<file path="config.mk">
export PLATFORM = sky130hd
export DESIGN_NAME = tile_subtile_pixel_decoder
export DESIGN_NICKNAME = d
export VERILOG_FILES = /design/src/rtl/tspd_pkg.sv /design/src/rtl/tile_subtile_pixel_decoder.sv /design/src/rtl/tspd_in_reg.sv /design/src/rtl/tspd_core.sv /design/src/rtl/tspd_out_reg.sv
export SDC_FILE = /design/constraint.sdc
export NUM_CORES = 1
export LEC_CHECK = 0
export BUFFER_PORTS_ARGS = -buffer_cell sky130_fd_sc_hd__buf_4
export CELL_PAD_IN_SITES_DETAIL_PLACEMENT = 0
export CELL_PAD_IN_SITES_GLOBAL_PLACEMENT = 1
export CORE_MARGIN = 3
export CORE_UTILIZATION = 40
export DETAILED_ROUTE_END_ITERATION = 10
export PLACE_DENSITY_LB_ADDON = 0.1
export SETUP_SLACK_MARGIN = 0.3
export SYNTH_ARGS = -nofsm -noshare
export SYNTH_HDL_FRONTEND = slang
export SYNTH_SLANG_ARGS = --single-unit
</file>
<file path="constraint.sdc">
create_clock -name clk -period 6.43 [get_ports clk]
set_input_delay 0.3215 -clock clk [delete_from_list [all_inputs] [get_ports clk]]
set_output_delay 0.3215 -clock clk [all_outputs]
set_load 0.03 [all_outputs]
</file>
<file path="src/rtl/tspd_pkg.sv">
`timescale 1ns / 1ps

package tspd_pkg;

	localparam logic [15:0] ISO_BYTES = 16'd256;
	localparam logic [3:0]  ISO_ROWS  = 4'd15;

	typedef struct packed {
		logic [7:0]         data_byte;
		logic               first_byte;
		logic               isometric;
		logic signed [15:0] origin_x;
		logic signed [15:0] origin_y;
		logic [15:0]        data_length;
	} item_t;

	typedef struct packed {
		logic signed [15:0] pixel_x;
		logic signed [15:0] pixel_y;
		logic [7:0]         pixel_value;
	} pixel_t;

	typedef struct packed {
		logic   valid;
		pixel_t pixel;
	} result_t;

	// first column of each diamond row
	function automatic logic [7:0] iso_start(input logic [3:0] row);
		logic [7:0] v;
		unique case (row)
			4'd0, 4'd14: v = 8'd14;
			4'd1, 4'd13: v = 8'd12;
			4'd2, 4'd12: v = 8'd10;
			4'd3, 4'd11: v = 8'd8;
			4'd4, 4'd10: v = 8'd6;
			4'd5, 4'd9:  v = 8'd4;
			4'd6, 4'd8:  v = 8'd2;
			default:     v = 8'd0;
		endcase
		return v;
	endfunction

	// pixel count of each diamond row
	function automatic logic [5:0] iso_count(input logic [3:0] row);
		logic [5:0] v;
		unique case (row)
			4'd0, 4'd14: v = 6'd4;
			4'd1, 4'd13: v = 6'd8;
			4'd2, 4'd12: v = 6'd12;
			4'd3, 4'd11: v = 6'd16;
			4'd4, 4'd10: v = 6'd20;
			4'd5, 4'd9:  v = 6'd24;
			4'd6, 4'd8:  v = 6'd28;
			4'd7:        v = 6'd32;
			default:     v = 6'd0;
		endcase
		return v;
	endfunction

endpackage

</file>
<file path="src/rtl/tile_subtile_pixel_decoder.sv">
`timescale 1ns / 1ps

// sub-tile pixel decoder
// slave stream s_*: one data byte of a sub-tile per item, with its origin,
//   its length and two flags; first_byte restarts the decoder for a new
//   sub-tile, isometric picks the fixed diamond layout over run-length pairs
// master stream m_*: one pixel write (x, y, palette index) per drawn byte;
//   skip/count bytes, bytes past the end and ignored sub-tiles give no item
// path: an accepted byte that draws goes through the input register, then
//   is decoded into the output register that drives m_tvalid
// throughput: one byte per cycle while m_tready does not stall the output; the
//   counters update with single adds in the decode stage, so nothing else limits the rate
// reset: the decoder sits in its done state and ignores bytes until one
//   with first_byte set arrives; both stream registers come up empty
// stall: while m_tready is low the pixel is held, the input register takes
//   one more byte if it is empty, and s_tready then drops until the pixel is taken
module tile_subtile_pixel_decoder (
	input  logic        clk,
	input  logic        arst_n,
	input  logic        s_tvalid,
	output logic        s_tready,
	// data_byte, origin_x, origin_y, data_length
	input  logic [55:0] s_tdata,
	// first_byte, isometric
	input  logic [1:0]  s_tuser,
	output logic        m_tvalid,
	input  logic        m_tready,
	// pixel_x, pixel_y, pixel_value
	output logic [39:0] m_tdata
);
	import tspd_pkg::*;

	item_t   in_item;
	item_t   item_s1;
	result_t result;
	pixel_t  pixel_q;
	logic    advance;
	logic    step;

	always_comb begin
		in_item.data_byte   = s_tdata[7:0];
		in_item.origin_x    = signed'(s_tdata[23:8]);
		in_item.origin_y    = signed'(s_tdata[39:24]);
		in_item.data_length = s_tdata[55:40];
		in_item.first_byte  = s_tuser[0];
		in_item.isometric   = s_tuser[1];
	end

	tspd_in_reg u_in_reg (
		.clk      (clk),
		.arst_n   (arst_n),
		.in_valid (s_tvalid),
		.in_ready (s_tready),
		.in_item  (in_item),
		.advance  (advance),
		.step     (step),
		.item_s1  (item_s1)
	);

	tspd_core u_core (
		.clk    (clk),
		.arst_n (arst_n),
		.step   (step),
		.item   (item_s1),
		.result (result)
	);

	tspd_out_reg u_out_reg (
		.clk       (clk),
		.arst_n    (arst_n),
		.step      (step),
		.result    (result),
		.advance   (advance),
		.out_valid (m_tvalid),
		.out_ready (m_tready),
		.pixel_q   (pixel_q)
	);

	assign m_tdata = {pixel_q.pixel_value, pixel_q.pixel_y, pixel_q.pixel_x};

endmodule

</file>
<file path="src/rtl/tspd_in_reg.sv">
`timescale 1ns / 1ps

module tspd_in_reg (
	input  logic           clk,
	input  logic           arst_n,
	input  logic           in_valid,
	output logic           in_ready,
	input  tspd_pkg::item_t in_item,
	input  logic           advance,
	output logic           step,
	output tspd_pkg::item_t item_s1
);
	import tspd_pkg::*;

	logic valid_s1;

	assign in_ready = !valid_s1 || advance;
	assign step     = valid_s1 && advance;

	always_ff @(posedge clk or negedge arst_n) begin
		if (!arst_n) begin
			valid_s1 <= 1'b0;
		end else if (in_ready) begin
			valid_s1 <= in_valid;
		end
	end

	always_ff @(posedge clk) begin
		if (in_valid && in_ready) begin
			item_s1 <= in_item;
		end
	end

endmodule

</file>
<file path="src/rtl/tspd_core.sv">
`timescale 1ns / 1ps

module tspd_core (
	input  logic              clk,
	input  logic              arst_n,
	input  logic              step,
	input  tspd_pkg::item_t   item,
	output tspd_pkg::result_t result
);
	import tspd_pkg::*;

	typedef enum logic [1:0] {
		PH_DONE  = 2'd0,
		PH_SKIP  = 2'd1,
		PH_COUNT = 2'd2,
		PH_DRAW  = 2'd3
	} phase_t;

	phase_t      phase_q, phase_d;
	logic [7:0]  skip_q, skip_d;
	logic [7:0]  run_q, run_d;
	logic [15:0] col_q, col_d;
	logic [15:0] row_q, row_d;
	logic [16:0] bytes_q, bytes_d;
	logic [3:0]  irow_q, irow_d;
	logic [5:0]  ileft_q, ileft_d;

	logic [15:0] emit_col;
	logic [15:0] emit_row;
	logic        emit;
	logic [8:0]  take_n;
	logic [17:0] take_diff;

	always_comb begin
		phase_d  = phase_q;
		skip_d   = skip_q;
		run_d    = run_q;
		col_d    = col_q;
		row_d    = row_q;
		bytes_d  = bytes_q;
		irow_d   = irow_q;
		ileft_d  = ileft_q;
		emit     = 1'b0;
		emit_col = col_q;
		emit_row = row_q;
		take_n   = 9'd2 + {1'b0, item.data_byte};
		take_diff = '0;

		// restart on the first byte of a sub-tile
		if (item.first_byte) begin
			skip_d  = '0;
			run_d   = '0;
			row_d   = '0;
			irow_d  = '0;
			bytes_d = {1'b0, item.data_length};
			if (item.isometric) begin
				if (item.data_length != ISO_BYTES) begin
					phase_d = PH_DONE;
					col_d   = '0;
					ileft_d = '0;
				end else begin
					col_d   = {8'd0, iso_start(4'd0)};
					ileft_d = iso_count(4'd0);
					phase_d = PH_DRAW;
				end
			end else begin
				col_d   = '0;
				ileft_d = '0;
				phase_d = (item.data_length == 16'd0) ? PH_DONE : PH_SKIP;
			end
		end

		if (phase_d != PH_DONE) begin
			if (item.isometric) begin
				if (irow_d >= ISO_ROWS) begin
					phase_d = PH_DONE;
				end else begin
					emit     = 1'b1;
					emit_col = col_d;
					emit_row = {12'd0, irow_d};
					col_d    = col_d + 16'd1;
					bytes_d  = (bytes_d > 17'd1) ? bytes_d - 17'd1 : 17'd0;
					if (ileft_d > 6'd1) begin
						ileft_d = ileft_d - 6'd1;
					end else begin
						irow_d = irow_d + 4'd1;
						if (irow_d >= ISO_ROWS) begin
							ileft_d = '0;
							phase_d = PH_DONE;
						end else begin
							ileft_d = iso_count(irow_d);
							col_d   = {8'd0, iso_start(irow_d)};
						end
					end
				end
			end else begin
				unique case (phase_d)
					PH_SKIP: begin
						skip_d  = item.data_byte;
						phase_d = PH_COUNT;
					end
					PH_COUNT: begin
						// pair bytes and run bytes taken in one saturating subtract
						take_diff = {1'b0, bytes_d} - {9'd0, take_n};
						bytes_d   = take_diff[17] ? 17'd0 : take_diff[16:0];
						if (skip_d != 8'd0 || item.data_byte != 8'd0) begin
							col_d = col_d + {8'd0, skip_d};
							run_d = item.data_byte;
							if (item.data_byte != 8'd0) begin
								phase_d = PH_DRAW;
							end else begin
								phase_d = (bytes_d == 17'd0) ? PH_DONE : PH_SKIP;
							end
						end else begin
							// zero/zero pair: next row
							col_d   = '0;
							row_d   = row_d + 16'd1;
							phase_d = (bytes_d == 17'd0) ? PH_DONE : PH_SKIP;
						end
					end
					PH_DRAW: begin
						emit     = 1'b1;
						emit_col = col_d;
						emit_row = row_d;
						col_d    = col_d + 16'd1;
						if (run_d > 8'd1) begin
							run_d = run_d - 8'd1;
						end else begin
							run_d   = '0;
							phase_d = (bytes_d == 17'd0) ? PH_DONE : PH_SKIP;
						end
					end
					PH_DONE: begin
					end
				endcase
			end
		end

		result.valid             = emit;
		result.pixel.pixel_x     = item.origin_x + signed'(emit_col);
		result.pixel.pixel_y     = item.origin_y + signed'(emit_row);
		result.pixel.pixel_value = item.data_byte;
	end

	always_ff @(posedge clk or negedge arst_n) begin
		if (!arst_n) begin
			phase_q <= PH_DONE;
			skip_q  <= '0;
			run_q   <= '0;
			col_q   <= '0;
			row_q   <= '0;
			bytes_q <= '0;
			irow_q  <= '0;
			ileft_q <= '0;
		end else if (step) begin
			phase_q <= phase_d;
			skip_q  <= skip_d;
			run_q   <= run_d;
			col_q   <= col_d;
			row_q   <= row_d;
			bytes_q <= bytes_d;
			irow_q  <= irow_d;
			ileft_q <= ileft_d;
		end
	end

endmodule

</file>
<file path="src/rtl/tspd_out_reg.sv">
`timescale 1ns / 1ps

module tspd_out_reg (
	input  logic              clk,
	input  logic              arst_n,
	input  logic              step,
	input  tspd_pkg::result_t result,
	output logic              advance,
	output logic              out_valid,
	input  logic              out_ready,
	output tspd_pkg::pixel_t  pixel_q
);
	import tspd_pkg::*;

	assign advance = !out_valid || out_ready;

	always_ff @(posedge clk or negedge arst_n) begin
		if (!arst_n) begin
			out_valid <= 1'b0;
		end else if (advance) begin
			out_valid <= step && result.valid;
		end
	end

	always_ff @(posedge clk) begin
		if (advance && step && result.valid) begin
			pixel_q <= result.pixel;
		end
	end

endmodule

</file>
==> out/metrics.cfg, run 1 <==
[outcome]
status=finished clean

[synthesis]
syn_nets=1427
async_reset_ff_share_pct=44.63
yosysWarnings=0
avgSynthCellArea_sq_um=9.230
netlist_area_sq_um=11960
yosys.cell_types.count=85
ys_seq_area_share_pct=41.13
ys.flop_type=edfxtp_1
netlist_instances=1296
synth_edf_count=98
synth_seq_cells=177

[routing]
routed_wl_um=36280
routedWlPerCell_um=20.37
drtIter0Drc=831
ant_nets=0
drc=0
drt-vias-per-instance=5.846
detail_route.first_pass.iterations=5
num_vias=10412

[layout]
final_nets=1515
area_delta_synth_final_pct=14.74
antenna_cells=0
drive_gt1_share_pct=14.10
fin_util_pct=47.18
finalInstanceArea_sq_um=13720
fillers=2810

[critical_path]
r2r_cells=20
crit_path_max_fanout=15
r2r_setup_slack_ns=1.08
worstSetupPathType=register to register
crit_path_end_kind=register
startpoint=u_in_reg.item_s1[49]
startpoint_type=register
timing.rr.end=u_out_reg.pixel_q[23]
required_ns=6.72
regToRegStartpoint=u_in_reg.item_s1[49]
cp_data_arrival_time_ns=5.64

[timing]
fin_skew_ns=0.01401
rsz0062_at_grt=false
finalHoldViolCount=0
finalSetupViolCount=0
worst_slew_pin_slew_ns=1.169
max_freq_mhz=187.0
setup_ws_ns=1.083
min_period_over_period_pct=83.16
tns_ns=0
maxSlewHeadroom_pct=21.64
period_needed_ns=5.347
drv_slew=0

[grt]
grt_overflow=0
grt_max_degree=61
grt_use_total_pct=23.13
grt_pass1_vias=10041
antenna_found_initial=0
grt_pass1_wl_um=57150

[power]
peakVddDrop_mv=0.2487
powerDensity_nw_per_um2=306.6
p_comb_share_pct=39.0
power.switching_mw=1.674
clkPwrFrac_pct=24.1
internal_power_mw=2.535
seqPwrFrac_pct=36.9
cellLeakagePower_nw=5.584
p_sw_share_pct=39.77

[die]
rows=62
die_h_um=178.9
start_util_pct=41.12
ioPinCount=104
fp.dieW_um=178.9
core_area_sq_um=29090
die-area_sq_um=32010

[placed_design]
place_congestion=0.8849
placed_cell_area_sq_um=13160
hpwl_um=25500
io_buffers=103
preCtsSetupSlack_ns=1.213

[min_path]
min_path_type=input pin to register
holdPathStages=1
min_delay_worst_endpoint=u_in_reg.item_s1[16]
hold_start=s_tdata[24]

[clock_tree]
clockBufferDepth=2
cts_setup_buffers=0
cts_buffers=17
worst_skew_pair.late_latency_ns=0.45
cts_tree=done
cts.clk_slew.worst_paths_ns=0.08
cts.hold.buffers_added=1
cts_resized=0
cts_root_buf=clkbuf_16
cts_num_sinks=177
h-tree-depth=4

[run]
cap_violations=0

## flip-flops by register name, indices dropped and copies added (netlist names)
signal	count
u_in_reg.valid_s1	1
u_core.phase_q	2
u_core.bytes_q	17
u_out_reg.out_valid	1
u_core.row_q	16
u_core.ileft_q	6
u_out_reg.pixel_q	40
u_core.run_q	8
u_core.col_q	16
u_core.skip_q	8
u_core.irow_q	4
u_in_reg.item_s1	58
## metal layers
layer,part of all wire [%],global-route usage (%)
met1,47,32.40
met2,46,36.82
met3,5.5,3.918
met4,1.8,6.753
met5,0,0
## power groups by stage
| stage | registers (mW) | clock network (mW) | logic, mW |
|---|---|---|---|
| 6_report | 1.55 | 1.01 | 1.64 |
| 5_1_grt | 1.58 | 1.09 | 1.82 |
| 4_1_cts | 1.55 | 1.04 | 1.63 |
| 3_5_place_dp | 1.58 | 0 | 1.62 |
| 3_3_place_gp | 1.57 | 0 | 1.63 |
| 2_1_floorplan | 1.58 | 0 | 1.12 |
## through the flow
stage	hold slack, ns	total power [mW]	cells
final	0.04241	4.208	1781
after global routing	0.01797	4.493	1781
after floorplan	0.02591	2.702	1296
after CTS	0.01819	4.229	1781
after detailed placement	0.3725	3.199	1748
after global placement	0.3688	3.201	1748
## cell type report
type	count	area, sq um	share of cell area [%]
Sequential cell	177	4920	35.85
Multi-Input combinational cell	1016	6666	48.57
Clock inverter	13	118.9	0.8661
Inverter	50	187.7	1.367
Timing Repair Buffer	122	918.4	6.692
Tap cell	384	480.5	3.501
Clock buffer	19	432.9	3.154
## Yosys cell counts, types with 23 or more instances
| cell | n | share of area, % |
|---|---|---|
| and2_1 | 23 | 1.2 |
| ha_1 | 65 | 6.8 |
| o21ai_0 | 99 | 4.1 |
| edfxtp_1 | 98 | 25 |
| nor2b_1 | 34 | 1.8 |
| xnor2_1 | 38 | 2.8 |
| nand3_1 | 37 | 1.5 |
| inv_1 | 49 | 1.5 |
| clkbuf_1 | 36 | 1.1 |
| dfrtp_1 | 79 | 17 |
| nor2_1 | 92 | 2.9 |
| nand2_1 | 128 | 4.0 |
| nor3_1 | 49 | 2.1 |
| a21oi_1 | 97 | 4.1 |
## critical path, cell delays in order, from the launching register on
cell and delay, ns:
edfxtp_1 0.70, clkinv_1 0.17, nand2_1 0.18, inv_1 0.06
ha_1 0.24, nand4b_1 0.12, buf_4 0.23, nand2_1 0.13
nor3_1 0.59, a41o_1 0.39, nand2_1 0.10, nand2_1 0.12
ha_1 0.25, a211oi_1 0.27, o21a_1 0.21, o31ai_1 0.11
o41ai_1 0.57, o21ai_0 0.24, o21ai_0 0.26, a21oi_1 0.10
a31oi_1 0.13
## cells in the final DEF, fill, tap and decap left out, drive strengths merged, types with 6 or more instances in the layout
master	n
nand2	128
buf	121
o21ai	109
edfxtp	98
a21oi	97
nor2	93
dfrtp	79
ha	65
inv	59
nor3	51
xnor2	38
nand3	37
nor2b	34
and2	23
xor2	22
nor4	21
and3	20
clkbuf	19
mux2i	17
or3	16
nand2b	16
a31oi	16
a22o	16
or2	14
a21o	13
a211oi	11
o22ai	11
o211ai	8
a41oi	8
a22oi	7
nand4	7
mux2	7
o311ai	6
## worst max-delay path by stage
stage                                 end  slack [ns]  cells past startpoint
detailed placement  u_out_reg.pixel_q[23]        1.21                     20
CTS                 u_out_reg.pixel_q[23]        1.17                     20
global placement    u_out_reg.pixel_q[23]        1.41                     20
floorplan           u_out_reg.pixel_q[22]        1.61                     21
finish              u_out_reg.pixel_q[23]        1.08                     20
global route        u_out_reg.pixel_q[23]        0.58                     20
## cell families (layout without fill, tap and decap cells)
family	after synthesis	in the layout	share of synthesized area, %
XOR/XNOR	60	60	4.393
buffers and inverters	103	204	3.420
AND/OR/NAND/NOR	481	481	20.55
AO/OA/AOI/OAI	382	382	20.79
multiplexers	24	24	2.249
adder cells (fa/ha/maj)	69	69	7.469
flip-flops	177	177	41.13
Note: power is estimated with default switching activity, not from simulation.
==> inputs of run 2 (changes only) <==
==> constraint.sdc (replaced) <==
create_clock -name clk -period 5.2 [get_ports clk]
set_input_delay 0.26 -clock clk [delete_from_list [all_inputs] [get_ports clk]]
set_output_delay 0.26 -clock clk [all_outputs]
set_load 0.03 [all_outputs]
==> run 2 against run 1 <==
Register-to-register slack worse by 0.36 ns. Combinational power rose by 27%. Largest power group unchanged. Critical path depth down 3. Critical endpoint is now u_core.col_q[10]. Final cell count up 3.8%. Clock skew increased by 0.0029 ns. Via count increased by 2.6%.
==> out/metrics.cfg, run 2 (synthesis results as in run 1) <==
[clock_tree]
clockBufferDepth=2  ; unchanged
h-tree-depth=4  ; unchanged
cts_tree=done
cts_root_buf=clkbuf_16
cts_buffers=17  ; unchanged
cts_setup_buffers=0  ; unchanged
worst_skew_pair.late_latency_ns=0.45  ; about the same
cts.clk_slew.worst_paths_ns=0.08  ; about the same
cts_num_sinks=177  ; unchanged

[timing]
tns_ns=0  ; unchanged
finalHoldViolCount=0  ; unchanged
setup_ws_ns=0.7230  ; -0.3595 ns
min_period_over_period_pct=86.10  ; +2.9 points
finalSetupViolCount=0  ; unchanged
whs_ns=0.02273  ; -0.01968 ns
max_freq_mhz=223.4  ; +19%
worst_slew_pin_slew_ns=1.228  ; +0.05881 ns
rsz0062_at_grt=true
maxSlewHeadroom_pct=17.70  ; -3.9 points
period_needed_ns=4.477  ; -0.8705 ns
fin_skew_ns=0.01689  ; +0.002886 ns
drv_slew=0  ; unchanged

[power]
p_total_mw=5.365  ; +27%
peakVddDrop_mv=0.2737  ; +10%
cellLeakagePower_nw=5.920  ; +6.0%
powerDensity_nw_per_um2=370.8  ; +21%

[critical_path]
cpMostUsedCell=buf_4
crit_path_max_fanout=41  ; +26
crit_slowest_cell=fa_1
cp_cell_sequence=buf_4 -> buf_6 -> and3_1 -> nor3b_2 -> buf_4 -> a21o_1 -> inv_1 -> fa_1 -> nor2b_1 -> o21ai_0 -> a21boi_0 -> o221ai_1 -> a211oi_1 -> buf_4 -> a32o_1 -> a31oi_1 -> o21ai_0
cp_data_arrival_time_ns=4.84  ; -0.80 ns
r2r_setup_slack_ns=0.72  ; -0.36 ns
startpoint_type=register
critPathMaxStageDelay_ns=0.43  ; -0.27 ns
cp_top_family=compound AO/OA/AOI/OAI gates
crit_path_end_kind=register
required_ns=5.56  ; -1.16 ns
worstSetupPathType=register to register
path_buf_inv=5  ; +2

[die]
core_area_sq_um=29090  ; unchanged
die_h_um=178.9  ; unchanged
ioPinCount=104  ; unchanged
rows=62  ; unchanged
fp.dieW_um=178.9  ; unchanged
die-area_sq_um=32010  ; unchanged
start_util_pct=41.12  ; unchanged

[routing]
drc=0  ; unchanged
num_vias=10682  ; +2.6%
drt-vias-per-instance=5.777  ; -1.2%
drtIter0Drc=856  ; +3.0%
detail_route.first_pass.iterations=5  ; unchanged
routed_wl_um=36900  ; +1.7%
routedWlPerCell_um=19.96  ; -2.0%
ant_nets=0  ; unchanged

[layout]
top_register=u_in_reg.item_s1
final_nets=1583  ; +4.5%
layout_commonest_cell=buf_4
multi_input_area_sq_um=6693  ; +0.39%
antenna_cells=0  ; unchanged
fin_cells=1849  ; +3.8%
area_delta_synth_final_pct=20.97
seq_area_sq_um=4920  ; unchanged
drive_gt1_share_pct=14.47  ; +0.37 points
final_cell_mix=130 x buf_4, 127 x nand2_1, 99 x o21ai_0
finalInstanceArea_sq_um=14470  ; +5.4%
fillers=2789  ; -0.75%
reg.largest.list=u_in_reg.item_s1: 58 flops, u_out_reg.pixel_q: 40 flops, u_core.bytes_q: 17 flops
fin_util_pct=49.74  ; +2.6 points
largest_reg_flops=58  ; unchanged

[placed_design]
place_congestion=0.9504  ; +7.4%
place_inst=1758  ; +0.57%
hpwl_um=26030  ; +2.1%
io_buffers=103  ; unchanged
placed_cell_area_sq_um=13240  ; +0.57%
preCtsSetupSlack_ns=0.4161  ; -0.7965 ns

[grt]
grt_pass1_vias=10650  ; +6.1%
antenna_found_initial=0  ; unchanged
grt_use_total_pct=23.75  ; +0.62 points
grt_overflow=0  ; unchanged
grt_max_degree=60  ; -1.6%
grt_pass1_wl_um=58930  ; +3.1%

[run]
cap_violations=0  ; unchanged

[outcome]
status=finished clean

[min_path]
min_path_type=input pin to register

run 2: changes by cell type in the layout (fill, tap and decap cells not counted), moves of 2 or more:
cell,delta
inv_8,+3
buf_4,+9
dlygate4sd3_1,+58
clkbuf_1,-2
inv_6,-3
bufinv_16,+2
run 2: area by class of cell:
type                    instances  area share, %
multi-input cells            1016          46.25
flip-flops and latches        177          34.00
repair buffers                190          10.90
well taps                     384          3.320
clock buffers                  17          2.940
inverters                      50          1.297
clock inverters                15          1.288
run 2: where the power goes:
group | switching [mW] | total, mW | internal (mW)
Clock | 0.632 | 1.37 | 0.735
Combinational | 1.27 | 2.08 | 0.815
Sequential | 0.194 | 1.92 | 1.72
run 2: layer usage:
layer  share of wire, %  GRT usage [%]
met5                  0              0
met4                2.1          6.494
met3                5.2          3.600
met2                 46          39.12
met1                 46          32.61
run 2: final timing paths:
kind                                      start                  to  cells past startpoint
max                        u_in_reg.item_s1[49]    u_core.col_q[10]                     17
min                                    s_tvalid   u_in_reg.valid_s1                      2
max reg2reg                u_in_reg.item_s1[49]    u_core.col_q[10]                     17
min reg2reg                   u_core.bytes_q[8]   u_core.bytes_q[8]                      2
max in group asynchronous                arst_n   u_in_reg.valid_s1                      3
min in group asynchronous                arst_n  u_core.bytes_q[11]                      2
run 2: repair_timing:
action	CTS	global route
hold endpoints to repair	93	0
hold buffers	59	0
resized for setup	0	5
setup endpoints to repair	0	8
